$ cat config.mk
export PLATFORM = sky130hd
export DESIGN_NAME = tdt_cell
export DESIGN_NICKNAME = d
export VERILOG_FILES = /design/src/sv/tdt_pkg.sv /design/src/sv/tdt_cell.sv
export SDC_FILE = /design/constraint.sdc
export NUM_CORES = 1
export LEC_CHECK = 0
export BUFFER_PORTS_ARGS = -buffer_cell sky130_fd_sc_hd__buf_2
export CAP_MARGIN = 40
export CORE_ASPECT_RATIO = 0.7
export CORE_UTILIZATION = 53
export CTS_CLUSTER_DIAMETER = 60
export DETAILED_ROUTE_END_ITERATION = 7
export PLACE_DENSITY_LB_ADDON = 0.2
export SYNTH_ARGS = -nofsm -noshare
export SYNTH_HDL_FRONTEND = slang
export SYNTH_SLANG_ARGS = --single-unit
$ cat constraint.sdc
create_clock -name clk_i -period 5.21 [get_ports clk_i]
set_input_delay 1.042 -clock clk_i [delete_from_list [all_inputs] [get_ports clk_i]]
set_output_delay 1.042 -clock clk_i [all_outputs]
set_load 0.01 [all_outputs]
$ cat src/sv/tdt_pkg.sv
package tdt_pkg;

  // Default table depth
  localparam int unsigned TdtCapacity = 256;

  // Field widths
  localparam int unsigned KeyW     = 32;
  localparam int unsigned EnergyTolW = 31;
  localparam int unsigned AngleTolW  = 16;
  localparam int unsigned TorsionW   = 10;
  // torsion_count * angle_tol stays below 2**26
  localparam int unsigned TotTolW    = 26;
  localparam int unsigned CfgIdxW    = 2;
  localparam int unsigned CfgDataW   = 31;

  // Register indexes
  localparam logic [CfgIdxW-1:0] CFG_ENERGY_TOL    = 2'd0;
  localparam logic [CfgIdxW-1:0] CFG_ANGLE_TOL     = 2'd1;
  localparam logic [CfgIdxW-1:0] CFG_TORSION_COUNT = 2'd2;

  // Register reset values
  localparam logic [EnergyTolW-1:0] EnergyTolRst    = 31'd3277;
  localparam logic [AngleTolW-1:0]  AngleTolRst     = 16'd1114;
  localparam logic [TorsionW-1:0]   TorsionCountRst = 10'd0;

  // Item function codes
  localparam logic FUNC_CHECK = 1'b0;
  localparam logic FUNC_CLEAR = 1'b1;

  // One stored or candidate key
  typedef struct packed {
    logic signed [KeyW-1:0] energy;
    logic [KeyW-1:0]        angle;
  } tdt_key_t;

  // Candidate travelling along the cell row
  typedef struct packed {
    logic     valid;
    logic     match;
    tdt_key_t key;
  } tdt_tok_t;

endpackage

$ cat src/sv/tdt_cell.sv
module tdt_cell
  import tdt_pkg::*;
#(
  parameter int unsigned CNT_W = 9
) (
  input  logic                  clk_i,
  input  logic                  rst_ni,
  input  logic [EnergyTolW-1:0] energy_tol_i,
  input  logic [TotTolW-1:0]    tot_tol_i,
  input  logic                  shift_i,
  input  tdt_key_t              shift_key_i,
  output tdt_key_t              shift_key_o,
  input  tdt_tok_t              tok_i,
  input  logic [CNT_W-1:0]      rem_i,
  output tdt_tok_t              tok_o,
  output logic [CNT_W-1:0]      rem_o
);

  tdt_key_t          entry_q;
  logic              valid_q;
  logic              match_q;
  tdt_key_t          key_q;
  logic [CNT_W-1:0]  rem_q;

  logic signed [KeyW:0] diff_e;
  logic signed [KeyW:0] diff_a;
  logic signed [KeyW:0] tol_e;
  logic signed [KeyW:0] tol_a;
  logic                 live;
  logic                 hit;

  // Compare the passing key with the held entry, both bounds strict
  always_comb begin
    diff_e = {entry_q.energy[KeyW-1], entry_q.energy} -
             {tok_i.key.energy[KeyW-1], tok_i.key.energy};
    diff_a = $signed({1'b0, entry_q.angle}) - $signed({1'b0, tok_i.key.angle});
    tol_e  = $signed({{(KeyW+1-EnergyTolW){1'b0}}, energy_tol_i});
    tol_a  = $signed({{(KeyW+1-TotTolW){1'b0}}, tot_tol_i});
    live   = (rem_i != '0);
    hit    = live && (diff_e < tol_e) && (diff_e > -tol_e) &&
             (diff_a < tol_a) && (diff_a > -tol_a);
  end

  // Hold the entry, shift a new one in on append
  always_ff @(posedge clk_i) begin
    if (shift_i) begin
      entry_q <= shift_key_i;
    end
  end

  // Advance the candidate valid flag
  always_ff @(posedge clk_i or negedge rst_ni) begin
    if (!rst_ni) begin
      valid_q <= 1'b0;
    end else begin
      valid_q <= tok_i.valid;
    end
  end

  // Advance the candidate payload, count down the live entries
  always_ff @(posedge clk_i) begin
    match_q <= tok_i.match | hit;
    key_q   <= tok_i.key;
    rem_q   <= live ? rem_i - 1'b1 : '0;
  end

  assign shift_key_o = entry_q;
  assign tok_o       = '{valid: valid_q, match: match_q, key: key_q};
  assign rem_o       = rem_q;

endmodule

[Yosys cells after proc, flatten, opt, wreduce, memory -nomap -nowiden]
Index checks and enable logic that the tools add are counted.
Widths: inputs -> output; s select.
Word-level totals
  logic and storage cells: 22
  memory bits (writable): 0
  bits in latches: 0
  memories: 0
  bits in registers: 139
  ROM bits: 0
  output and inout port bits: 139
  bits of input ports: 199
Cells by class
  equal/unequal tests: 0
  shift-type cells: 0
  reductions and logical operators: 5
  add/sub/neg operators: 5
  $mul: 0
  bitwise logic cells: 1
  muxes and demuxes: 0
  divide/modulo/power cells: 0
  $lt $le $gt $ge: 4
Operator list (count)
  $gt 33x33->1: 2
  $sub 32x32->33: 2
  $lt 33x27->1: 1
  $lt 33x32->1: 1
  $neg 26->33: 1
  $neg 31->33: 1
  $reduce_bool 9->1: 1
  $sub 9x1->9 const B: 1
  $logic_and 1x1->1: 4
  $or 1x1->1: 1

[Depth between registers and ports, before layout]
Gate-level depths: netlist (run 1).
  word-level depth: 7
  mapped depth: 25
  gate-level depth less buffers: 25

[Least setup slack after synthesis (run 1)]
No wires, ideal clock.
  path kind: input to register
  start: in tok_i[4] (netlist bit)
  end: reg match_q
  arrival time: 4.896 ns
  library setup time: 0.079 ns
  stages: 22
  slack: 0.235 ns
  path buffers: 0
  required time: 5.131 ns
  cells stage by stage: inv_1 -> ha_1 -> a2111o_1 -> a31oi_1 -> o31ai_1 -> a21oi_1 -> nor2b_1 -> o21ai_0 -> a31o_2 -> o21bai_1 -> a21oi_1 -> xnor2_1 -> ha_1 -> nand4_1 -> nor4_1 -> nand2_1 -> a311oi_1 -> o31ai_1 -> a21oi_1 -> and4bb_2 -> a41oi_1 -> a211oi_2
Between the ends
  cells in the longest elaborated chain, start to end: 5
  elaborated cells on any way between the ends: 6
  classes of those cells: add/sub: 1; order compare: 2; bitwise: 1; reduce/logical: 2
Ends and longest elaborated chain
  start: declaration: line tdt_cell.sv:13  | input tdt_tok_t tok_i,
  $sub 32x32->33 *: line tdt_cell.sv:36  | diff_a = $signed({1'b0, entry_q.angle}) - $signed({1'b0, tok_i.key.angle});
  $lt 33x27->1: line tdt_cell.sv:41  | (diff_a < tol_a) && (diff_a > -tol_a);
  $logic_and 1x1->1: line tdt_cell.sv:40  | hit = live && (diff_e < tol_e) && (diff_e > -tol_e) &&
  $logic_and 1x1->1 *: line tdt_cell.sv:41
  $or 1x1->1 *: line tdt_cell.sv:62  | match_q <= tok_i.match | hit;
  end signal: assignment: line tdt_cell.sv:62
  end: declaration: line tdt_cell.sv:21  | logic match_q;
Mark *: on every way between the ends. The rest lies on a longest branch, timed or not.
A chain may end at the register's enable or synchronous reset.

[Final worst setup path (run 1)]
  start: in tok_i[32] (netlist bit)
  end: reg match_q
Between the ends
  cells in the longest elaborated chain, start to end: 7
  elaborated cells on any way between the ends: 8
  classes of those cells: add/sub: 1; order compare: 2; bitwise: 1; reduce/logical: 4
Ends and longest elaborated chain
  $sub 32x32->33 *: line tdt_cell.sv:34  | diff_e = {entry_q.energy[KeyW-1], entry_q.energy} -
  $lt 33x32->1: line tdt_cell.sv:40
  $logic_and 1x1->1: line tdt_cell.sv:40
  $logic_and 1x1->1 * (2 in a row): line tdt_cell.sv:40
  $logic_and 1x1->1 *: line tdt_cell.sv:41
  $or 1x1->1 *: line tdt_cell.sv:62
Marked as above.

==> impl_metrics.py, run 1 <==
metrics = {
    "floorplanning": {
        "row_count": 43,
        "pin_count": 338,
        "die-area_um2": 21100,
        "start_util": 0.545,
        "die_h_um": 122,
        "core_area_um2": 20000,
        "dieWidth_um": 173,
    },
    "layout": {
        "diodes": 0,
        "drive_gt1_frac": 0.310,
        "nets": 2037,
        "area_delta_synth_final_pct": 31.4,
        "final_cell_area_um2": 14300,
    },
    "drt": {
        "routed.top_layer": "met4",
        "viasPerCell": 5.54,
        "wire_per_inst_um": 16.9,
        "drt_first_pass_iters": 6,
        "drc_errors": 0,
        "drtIter0Drc": 931,
        "wl_met2_mm": 14.1,
        "wl_mm": 32.8,
        "ant_nets": 0,
        "wl_met1_mm": 15.4,
        "met3_wirelength_mm": 2.86,
        "vias": 10729,
    },
    "critical_path": {
        "start_kind": "input port",
        "path_common_cell": "a21oi_1",
        "cp_data_required_time_ns": 5.52,
        "arrival_ns": 5.37,
        "critPathCaptureType": "flop",
        "max_stage_delay_ns": 0.37,
        "path_max_fanout": 3,
        "crit_path_top_delay_cell": "fa_2",
        "crit_type": "in -> reg",
        "cp_cell_sequence": "buf_2 -> ha_2 -> inv_1 -> fa_2 -> a211oi_2 -> o21a_2 -> and4bb_4 -> o21a_2 -> a31oi_2 -> buf_4 -> o21ai_1 -> a21oi_2 -> o21bai_1 -> a21oi_1 -> xnor2_1 -> ha_1 -> or2_2 -> a31oi_1 -> a21oi_1 -> nor3_2 -> a21oi_1 -> o31ai_1 -> o21ba_2 -> a211oi_2",
    },
    "hold_path": {
        "min_path_type": "in -> async",
    },
    "pwr": {
        "power_mw": 4.20,
        "peakVddDrop_mv": 0.250,
        "intPower_mw": 2.69,
        "swShare": 0.358,
        "clockPowerShare": 0.277,
        "p_leak_nw": 7.03,
        "p_switching_mw": 1.50,
        "pwr_density_cell_nw_per_um2": 294,
        "combinationalPowerShare": 0.423,
        "seqPwrFrac": 0.300,
    },
    "clock_tree": {
        "cts-htree-levels": 4,
        "clkLatencyLatePin_ns": 0.44,
        "cts_tree": "done",
        "clk_path_buf_depth": 2,
        "clk_pin_slew_ns": 0.06,
        "clkSinkCount": 139,
        "root_buffer": "clkbuf_16",
        "cts_buffers": 17,
    },
    "synth": {
        "syn_area_per_cell_um2": 8.97,
        "synth_area_um2": 10900,
        "synth_nets": 1598,
        "ys_seq_area_frac": 0.315,
        "synth-async-reset-ratio": 0.00719,
        "ys_ff_latch": 139,
        "yosysWarnings": 0,
        "yosysUniqueCellTypes": 69,
        "synth_ff_type": "dfxtp_1",
        "synthCells": 1213,
        "synth_edf_count": 64,
        "ys_top_cells_by_area": "ha_1, edfxtp_1, dfxtp_1, xnor2_1, inv_1",
        "synth_top_cell_by_area": "ha_1",
        "synth.top_cell.area_share": 0.212,
    },
    "timing": {
        "worstMarginPinSlew_ns": 0.514,
        "relSlewSlack": 0.648,
        "period_needed_ns": 5.05,
        "drv_slew": 0,
        "layout_worst_path_cycle_share": 0.970,
        "fin_skew_ns": 0.00808,
        "finalHoldViolCount": 0,
        "setup_violations": 0,
        "fmax_mhz": 198,
    },
    "place": {
        "gp_congestion": 0.940,
        "hpwl_mm": 27.0,
        "placed_area_um2": 13500,
        "port_buffers": 337,
    },
    "outcome": {
        "status": "finished clean",
    },
    "global_route": {
        "grt_pass1_vias": 9834,
        "grt_antenna_before_repair": 0,
        "overflow": 0,
        "grt_max_degree": 39,
        "grt_pass1_wl_mm": 50.5,
        "grt.total_usage": 0.309,
    },
    "job": {
        "cap_violations": 0,
    },
}
what timing repair did:
| action | in CTS | in global routing |
|---|---|---|
| resized for setup | 3 | 38 |
| endpoints found under the setup margin | 1 | 1 |
| setup buffers | 0 | 4 |
| hold buffers | 0 | 0 |
| pin swaps | 0 | 25 |
final timing paths:
path	startpoint	end	depth (start not counted)	slack, ns
hold / removal	rst_ni	valid_q	1	0.38
max in group asynchronous	rst_ni	valid_q	1	4.75
setup reg to reg	shift_key_o[32]	match_q	24	0.41
setup / recovery	tok_i[32]	match_q	24	0.16
min in group clk_i	tok_i[19]	tok_o[19]	1	0.72
hold reg to reg	shift_key_o[63]	match_q	4	1.01
through the flow:
step	hold slack (ns)	utilization	setup WS, ns	TNS (ns)	std cells
floorplan	0.746	-	0.235	0	1213
global placement	0.818	0.678	-0.272	-0.272	1898
detailed placement	0.818	0.679	-0.514	-0.514	1899
CTS	0.366	0.707	0.0187	0	1931
global route	0.361	0.716	-0.0496	-0.0496	1935
finish	0.380	0.716	0.157	0	1935
final cells by class:
class | instances | area, um2
repair buffers | 433 | 2420
well taps | 270 | 338
multi-input cells | 914 | 7000
flip-flops and latches | 139 | 3430
clock inverters | 8 | 57.6
inverters | 147 | 552
fillers | 1591 | 5670
clock buffers | 24 | 494
worst max-delay path, delay by kind of cell:
kind            cells  cell delay (ns)
fa+ha+maj           3             0.83
simple gates        3             0.75
xor+xnor            1             0.19
compound gates     14             2.27
buf+inv             3             0.29
power groups by stage:
stage	combinational, mW	clock (mW)	sequential [mW]
after floorplan	1.00	0	1.31
after global placement	1.63	0	1.28
after detailed placement	1.67	0	1.28
after CTS	1.69	1.17	1.26
after global routing	1.96	1.22	1.26
final	1.78	1.16	1.26
registers in the layout, indices dropped and copies added (netlist names):
| name | flops |
|---|---|
| match_q | 1 |
| valid_q | 1 |
| shift_key_o | 64 |
| tok_o | 64 |
| rem_o | 9 |
metal layers:
layer  GRT usage  up-vias
met4      0.0730        0
met3      0.0702       42
met1       0.441     4932
met5           0        -
met2       0.472      500
li1            -     5255
cell usage after synthesis (11+ instances only):
cell and count:
a31oi_1 13, a21oi_1 90, nor2_1 85, o21a_1 15, nand2_1 65, nor3_1 34, nor2b_1 14, xor2_1 21
dfxtp_1 74, o21ai_0 43, edfxtp_1 64, nand4_1 26, or3_1 11, a21o_1 28, xnor2_1 87, nor4_1 23
ha_1 184, inv_1 147, nand3_1 33, nand2b_1 15
cells by family (layout without fill, tap and decap cells):
logic type / Yosys count / after routing / share of synthesized area
AO/OA/AOI/OAI: 278 / 278 / 0.168
buffers and inverters: 160 / 612 / 0.0560
adder cells (fa/ha/maj): 187 / 187 / 0.216
AND/OR/NAND/NOR: 341 / 341 / 0.158
XOR/XNOR: 108 / 108 / 0.0870
flip-flops: 139 / 139 / 0.315
cells in the final DEF (no fill, tap or decap), drive strengths merged, types with 14 or more instances in the layout:
| cell type | synthesis | final |
|---|---|---|
| nand2 | 65 | 65 |
| edfxtp | 64 | 64 |
| nand4 | 26 | 26 |
| xnor2 | 87 | 87 |
| buf | 3 | 433 |
| nor2b | 14 | 14 |
| nand2b | 15 | 15 |
| a21oi | 91 | 91 |
| o21a | 16 | 16 |
| ha | 184 | 184 |
| a21o | 28 | 28 |
| clkbuf | 10 | 24 |
| o21ai | 46 | 46 |
| nand3 | 33 | 33 |
| nor3 | 35 | 35 |
| dfxtp | 74 | 74 |
| inv | 147 | 150 |
| nor4 | 24 | 24 |
| xor2 | 21 | 21 |
| nor2 | 87 | 87 |
Power figures use the tool's default switching activity.
==> run 2: changes to the inputs <==
==> constraint.sdc (replaced) <==
create_clock -name clk_i -period 5.21 [get_ports clk_i]
set_input_delay 0.2605 -clock clk_i [delete_from_list [all_inputs] [get_ports clk_i]]
set_output_delay 0.2605 -clock clk_i [all_outputs]
set_load 0.01 [all_outputs]
==> run 2 against run 1 <==
Combinational power decreased by 6%. Clock power about the same. Cell area increased by 3.3%. Global-route usage increased by 1.9 points. Clock skew decreased by 0.0012 ns. Critical path type unchanged. Largest cell class unchanged.
==> impl_metrics.py, run 2 (synthesis results as in run 1) <==
metrics = {
    "drt": {
        "drt_first_pass_iters": 5,
        "drc_errors": 0,
        "viasPerCell": 5.53,
        "ant_nets": 0,
        "wl_mm": 34.9,
        "wire_per_inst_um": 17.7,
        "drtIter0Drc": 913,
        "vias": 10885,
    },
    "timing": {
        "period_needed_ns": 4.91,
        "finalHoldViolCount": 0,
        "relSlewSlack": 0.601,
        "worstMarginPinSlew_ns": 0.593,
        "fin_skew_ns": 0.00685,
        "setup_violations": 0,
        "fmax_mhz": 203,
        "layout_worst_path_cycle_share": 0.943,
        "whs_ns": 0.0122,
        "drv_slew": 0,
        "postLayoutSetupSlackWorst_ns": 0.296,
    },
    "global_route": {
        "top_usage_layer": "met2",
        "overflow": 0,
        "grt_pass1_wl_mm": 54.1,
        "grt_pass1_vias": 10341,
        "grtUsageMet3": 0.0877,
        "grtUsageMet2": 0.504,
        "grt_max_degree": 39,
        "use_met1": 0.455,
        "grt.total_usage": 0.328,
        "grt_antenna_before_repair": 0,
    },
    "floorplanning": {
        "start_util": 0.545,
        "pin_count": 338,
        "die-area_um2": 21100,
        "die_h_um": 122,
        "core_area_um2": 20000,
        "row_count": 43,
        "dieWidth_um": 173,
    },
    "layout": {
        "stdcell_count": 1969,
        "layout_common_cells": "buf_2, ha_1, inv_1",
        "nets": 2070,
        "drive_gt1_frac": 0.241,
        "area_delta_synth_final_pct": 35.7,
        "layout_commonest_cell": "buf_2",
    },
    "place": {
        "placedCellCount": 1812,
        "gp_congestion": 0.944,
        "port_buffers": 337,
        "pre_cts_ws_ns": 0.140,
        "hpwl_mm": 26.0,
    },
    "critical_path": {
        "critPathCaptureType": "flop",
        "cp_cell_sequence": "dlygate4sd3_1 -> buf_2 -> ha_1 -> inv_1 -> fa_1 -> a211oi_2 -> o21a_1 -> and4bb_4 -> o21a_2 -> a31oi_2 -> o21ai_1 -> a21oi_2 -> o21bai_1 -> a21oi_1 -> xnor2_1 -> ha_1 -> nand3_1 -> nor2_1 -> nand4_1 -> nor4_1 -> a32oi_1 -> o31ai_1 -> o21ba_2 -> a211oi_2",
        "max_stage_delay_ns": 0.53,
        "cp_top_family": "compound AO/OA/AOI/OAI gates",
        "cp_data_required_time_ns": 5.53,
        "start_kind": "input port",
        "arrival_ns": 5.23,
        "crit_type": "in -> reg",
        "crit_path_top_delay_cell": "dlygate4sd3_1",
        "path_max_fanout": 4,
        "crit_buf_inv": 3,
        "r2r-start": "shift_key_o[32]",
        "crit_start": "tok_i[32]",
    },
    "hold_path": {
        "min_path_type": "in -> reg",
        "hp-start": "shift_key_i[17]",
    },
    "clock_tree": {
        "cts_tree": "done",
        "clk_pin_slew_ns": 0.06,
        "cts_buffers": 17,
        "cts-htree-levels": 4,
        "clkSinkCount": 139,
        "cts_setup_buffers": 0,
        "root_buffer": "clkbuf_16",
        "clkLatencyLatePin_ns": 0.43,
        "clk_path_buf_depth": 2,
    },
    "pwr": {
        "peakVddDrop_mv": 0.222,
        "power_mw": 4.11,
        "p_leak_nw": 7.08,
        "pwr_density_cell_nw_per_um2": 278,
    },
    "outcome": {
        "status": "finished clean",
    },
    "job": {
        "cap_violations": 0,
    },
}
run 2: changes by cell type in the layout (fill, tap and decap cells not counted), sizes merged:
cell / previous run / this run
clkbuf: 24 / 25
buf: 433 / 342
clkinv: 5 / 2
inv: 150 / 152
diode: 0 / 1
dlygate4sd3: 0 / 124
run 2: final timing paths:
kind / end / slack, ns / depth (start not counted)
max: match_q / 0.30 / 24
min: shift_key_o[17] / 0.01 / 1
max reg2reg: match_q / 0.32 / 23
min reg2reg: match_q / 1.01 / 4
max in group asynchronous: valid_q / 4.97 / 2
min in group asynchronous: valid_q / 0.15 / 2
run 2: per-stage QoR:
stage,area (um2),setup TNS [ns],util
finish,14800,0,0.739
global route,14800,-0.0126,0.739
CTS,14700,0,0.736
detailed placement,12900,0,0.646
global placement,12900,0,0.645
floorplan,10900,0,-
run 2: layout make-up:
cell class / instances / area (um2)
multi-input cells: 914 / 6900
fillers: 1425 / 5200
flip-flops and latches: 139 / 3430
repair buffers: 466 / 2980
inverters: 147 / 552
clock buffers: 25 / 505
well taps: 270 / 338
clock inverters: 7 / 53.8
diodes: 1 / 2.50
run 2: per-layer routing:
metal | vias to the layer above | part of all wire
met5 | - | 0
met4 | 0 | 0.021
met3 | 49 | 0.090
met2 | 506 | 0.43
met1 | 5013 | 0.46
li1 | 5317 | -
run 2: what timing repair did:
action	in CTS	in global routing
hold endpoints to repair	124	0
hold buffers	124	0
gates resized for setup	0	15
setup endpoints to repair	0	1
run 2: worst reg2reg max path, stage by stage (launching register included):
cell and delay, ns:
edfxtp_1 0.37, inv_1 0.07, ha_1 0.18, inv_1 0.06, fa_1 0.42, a211oi_2 0.23, o21a_1 0.26, and4bb_4 0.24
o21a_2 0.24, a31oi_2 0.27, o21ai_1 0.17, a21oi_2 0.21, o21bai_1 0.09, a21oi_1 0.18, xnor2_1 0.11, ha_1 0.32
nand3_1 0.09, nor2_1 0.26, nand4_1 0.13, nor4_1 0.41, a32oi_1 0.17, o31ai_1 0.09, o21ba_2 0.17, a211oi_2 0.04
run 2: power by group:
group	internal, mW	total [mW]	switching, mW
Combinational	0.732	1.67	0.939
Clock	0.678	1.17	0.497
Sequential	1.22	1.26	0.0378
==> run 3: changes to the inputs <==
PLACE_DENSITY = 0.89   (was unset)
PLACE_DENSITY_LB_ADDON = unset   (was 0.2)
==> run 3 against run 2 <==
Total power up 1.4%. Utilization is 0.063 points higher. Setup slack got worse by 0.037 ns. Count of clock-buffer cells in the layout decreased by 2. Critical endpoint unchanged. Via count increased by 2.4%. Flip-flop and latch count did not move. First-iteration DRC count grew 19%. Clock power grew 7%. Clock skew is 0.0013 ns higher.
==> impl_metrics.py, run 3 (synthesis results as in run 1) <==
metrics = {
    "outcome": {
        "status": "finished clean",
    },
    "timing": {
        "rsz0062_at_grt": "no",
        "whs_ns": 0.0133,
        "finalSetupTns_ns": 0,
        "drv_slew": 0,
        "setup_violations": 0,
        "finalHoldViolCount": 0,
        "postLayoutSetupSlackWorst_ns": 0.259,
        "worstMarginPinSlew_ns": 0.791,
        "layout_worst_path_cycle_share": 0.950,
        "fmax_mhz": 202,
        "relSlewSlack": 0.473,
        "fin_skew_ns": 0.00817,
        "period_needed_ns": 4.95,
    },
    "drt": {
        "vias": 11143,
        "wire_per_inst_um": 17.6,
        "viasPerCell": 5.64,
        "drc_errors": 0,
        "ant_nets": 0,
        "drt_first_pass_iters": 5,
        "drtIter0Drc": 1090,
        "wl_mm": 34.8,
    },
    "layout": {
        "layout.area.seq_um2": 3430,
        "layout_common_cells": "buf_2, ha_1, inv_1",
        "layout_commonest_cell": "buf_2",
        "multiInputGateArea_um2": 6860,
        "area_delta_synth_final_pct": 35.8,
        "fillCellCount": 1410,
        "nets": 2069,
        "utilization": 0.740,
        "drive_gt1_frac": 0.238,
    },
    "place": {
        "port_buffers": 337,
        "pre_cts_ws_ns": 0.195,
        "gp_congestion": 0.964,
        "hpwl_mm": 25.2,
    },
    "global_route": {
        "grt_max_degree": 36,
        "grt_pass1_wl_mm": 54.6,
        "grt.total_usage": 0.326,
        "grt_pass1_vias": 11131,
        "grt_antenna_before_repair": 6,
        "overflow": 0,
    },
    "pwr": {
        "combinationalPowerShare": 0.396,
        "p_switching_mw": 1.47,
        "clockPowerShare": 0.301,
        "swShare": 0.354,
        "pwr_density_cell_nw_per_um2": 282,
        "peakVddDrop_mv": 0.266,
        "p_leak_nw": 7.10,
        "intPower_mw": 2.69,
        "seqPwrFrac": 0.303,
    },
    "clock_tree": {
        "clk_pin_slew_ns": 0.06,
        "cts-htree-levels": 4,
        "clk_path_buf_depth": 2,
        "clkLatencyLatePin_ns": 0.43,
        "root_buffer": "clkbuf_16",
        "clkSinkCount": 139,
        "cts_buffers": 17,
        "cts_tree": "done",
    },
    "floorplanning": {
        "core_area_um2": 20000,
        "row_count": 43,
        "pin_count": 338,
        "die_h_um": 122,
        "dieWidth_um": 173,
        "start_util": 0.545,
        "die-area_um2": 21100,
    },
    "hold_path": {
        "hp-start": "shift_key_i[33]",
        "min_path_type": "in -> reg",
    },
    "critical_path": {
        "max_stage_delay_ns": 0.55,
        "path_common_cell": "a21oi_1",
        "crit_buf_inv": 3,
        "start_kind": "input port",
        "crit_type": "in -> reg",
        "cp_data_required_time_ns": 5.53,
        "crit_start": "tok_i[43]",
        "cp_cell_sequence": "dlygate4sd3_1 -> buf_2 -> inv_1 -> ha_1 -> a211oi_1 -> o211ai_1 -> a32o_1 -> o21a_2 -> a31oi_2 -> o21ai_1 -> a21oi_1 -> o21bai_1 -> a21oi_1 -> xnor2_1 -> ha_1 -> or2_2 -> a31oi_1 -> a21oi_1 -> nor3_1 -> a21oi_1 -> o31ai_1 -> o21ba_2 -> a211oi_2",
        "arrival_ns": 5.27,
        "crit_path_top_delay_cell": "dlygate4sd3_1",
        "regToRegSetupSlack_ns": 0.33,
        "path_max_fanout": 6,
        "r2r-start": "shift_key_o[43]",
        "critPathCaptureType": "flop",
        "cp_top_family": "compound AO/OA/AOI/OAI gates",
    },
    "job": {
        "cap_violations": 0,
    },
}
[run 3: cell types whose count changed in the layout (fill, tap and decap cells not counted), sizes merged]
| cell | change |
|---|---|
| inv | -1 |
| clkbuf | -2 |
| clkinv | +3 |
| buf | -1 |
| diode | +6 |
[run 3: metal layers]
metal / GRT usage / up-vias / share of wire
met5: 0 / - / 0
met4: 0.147 / 0 / 0.036
met3: 0.0890 / 103 / 0.087
met2: 0.554 / 573 / 0.47
met1: 0.390 / 5137 / 0.41
li1: - / 5330 / -
[run 3: worst paths after layout]
kind,to,cells past startpoint
hold reg to reg,match_q,4
setup reg to reg,match_q,20
setup / recovery,match_q,23
max in group asynchronous,valid_q,2
min in group asynchronous,valid_q,2
hold / removal,shift_key_o[33],1
[run 3: cell type report]
cell class	count	area share
antenna	7	0.00119
clock buffer	23	0.0368
clock inverter	9	0.00466
inverter	147	0.0374
multi-input combinational	914	0.465
sequential	139	0.232
tap	270	0.0229
timing repair buffer	465	0.200
[run 3: through the flow]
stage          area, um2  power [mW]  instances
2_1_floorplan      10900        2.32       1213
4_1_cts            14700        4.11       1960
3_5_place_dp       12800        2.78       1808
5_1_grt            14800        4.41       1972
3_3_place_gp       12800        2.73       1808
6_report           14800        4.16       1974
[run 3: power by group through the flow]
stage | clock network [mW] | registers (mW) | logic (mW)
after detailed placement | 0 | 1.28 | 1.49
after floorplan | 0 | 1.31 | 1.00
final | 1.25 | 1.26 | 1.65
after global placement | 0 | 1.28 | 1.46
after CTS | 1.26 | 1.26 | 1.59
after global routing | 1.32 | 1.27 | 1.83
[run 3: worst register-to-register path: stages, from the launching register on]
cell and delay [ns]:
edfxtp_1 0.44, ha_1 0.44, a211oi_1 0.36, o211ai_1 0.21, a32o_1 0.30, o21a_2 0.28
a31oi_2 0.26, o21ai_1 0.13, a21oi_1 0.25, o21bai_1 0.09, a21oi_1 0.17, xnor2_1 0.18
ha_1 0.28, or2_2 0.28, a31oi_1 0.18, a21oi_1 0.08, nor3_1 0.27, a21oi_1 0.10
o31ai_1 0.24, o21ba_2 0.19, a211oi_2 0.04
[run 3: what timing repair did]
action | 4_1_cts | 5_1_grt
endpoints found under the hold margin | 120 | 4
endpoints found under the setup margin | 0 | 1
resized for setup | 0 | 7
hold buffers | 120 | 4
buffers inserted | 0 | 3
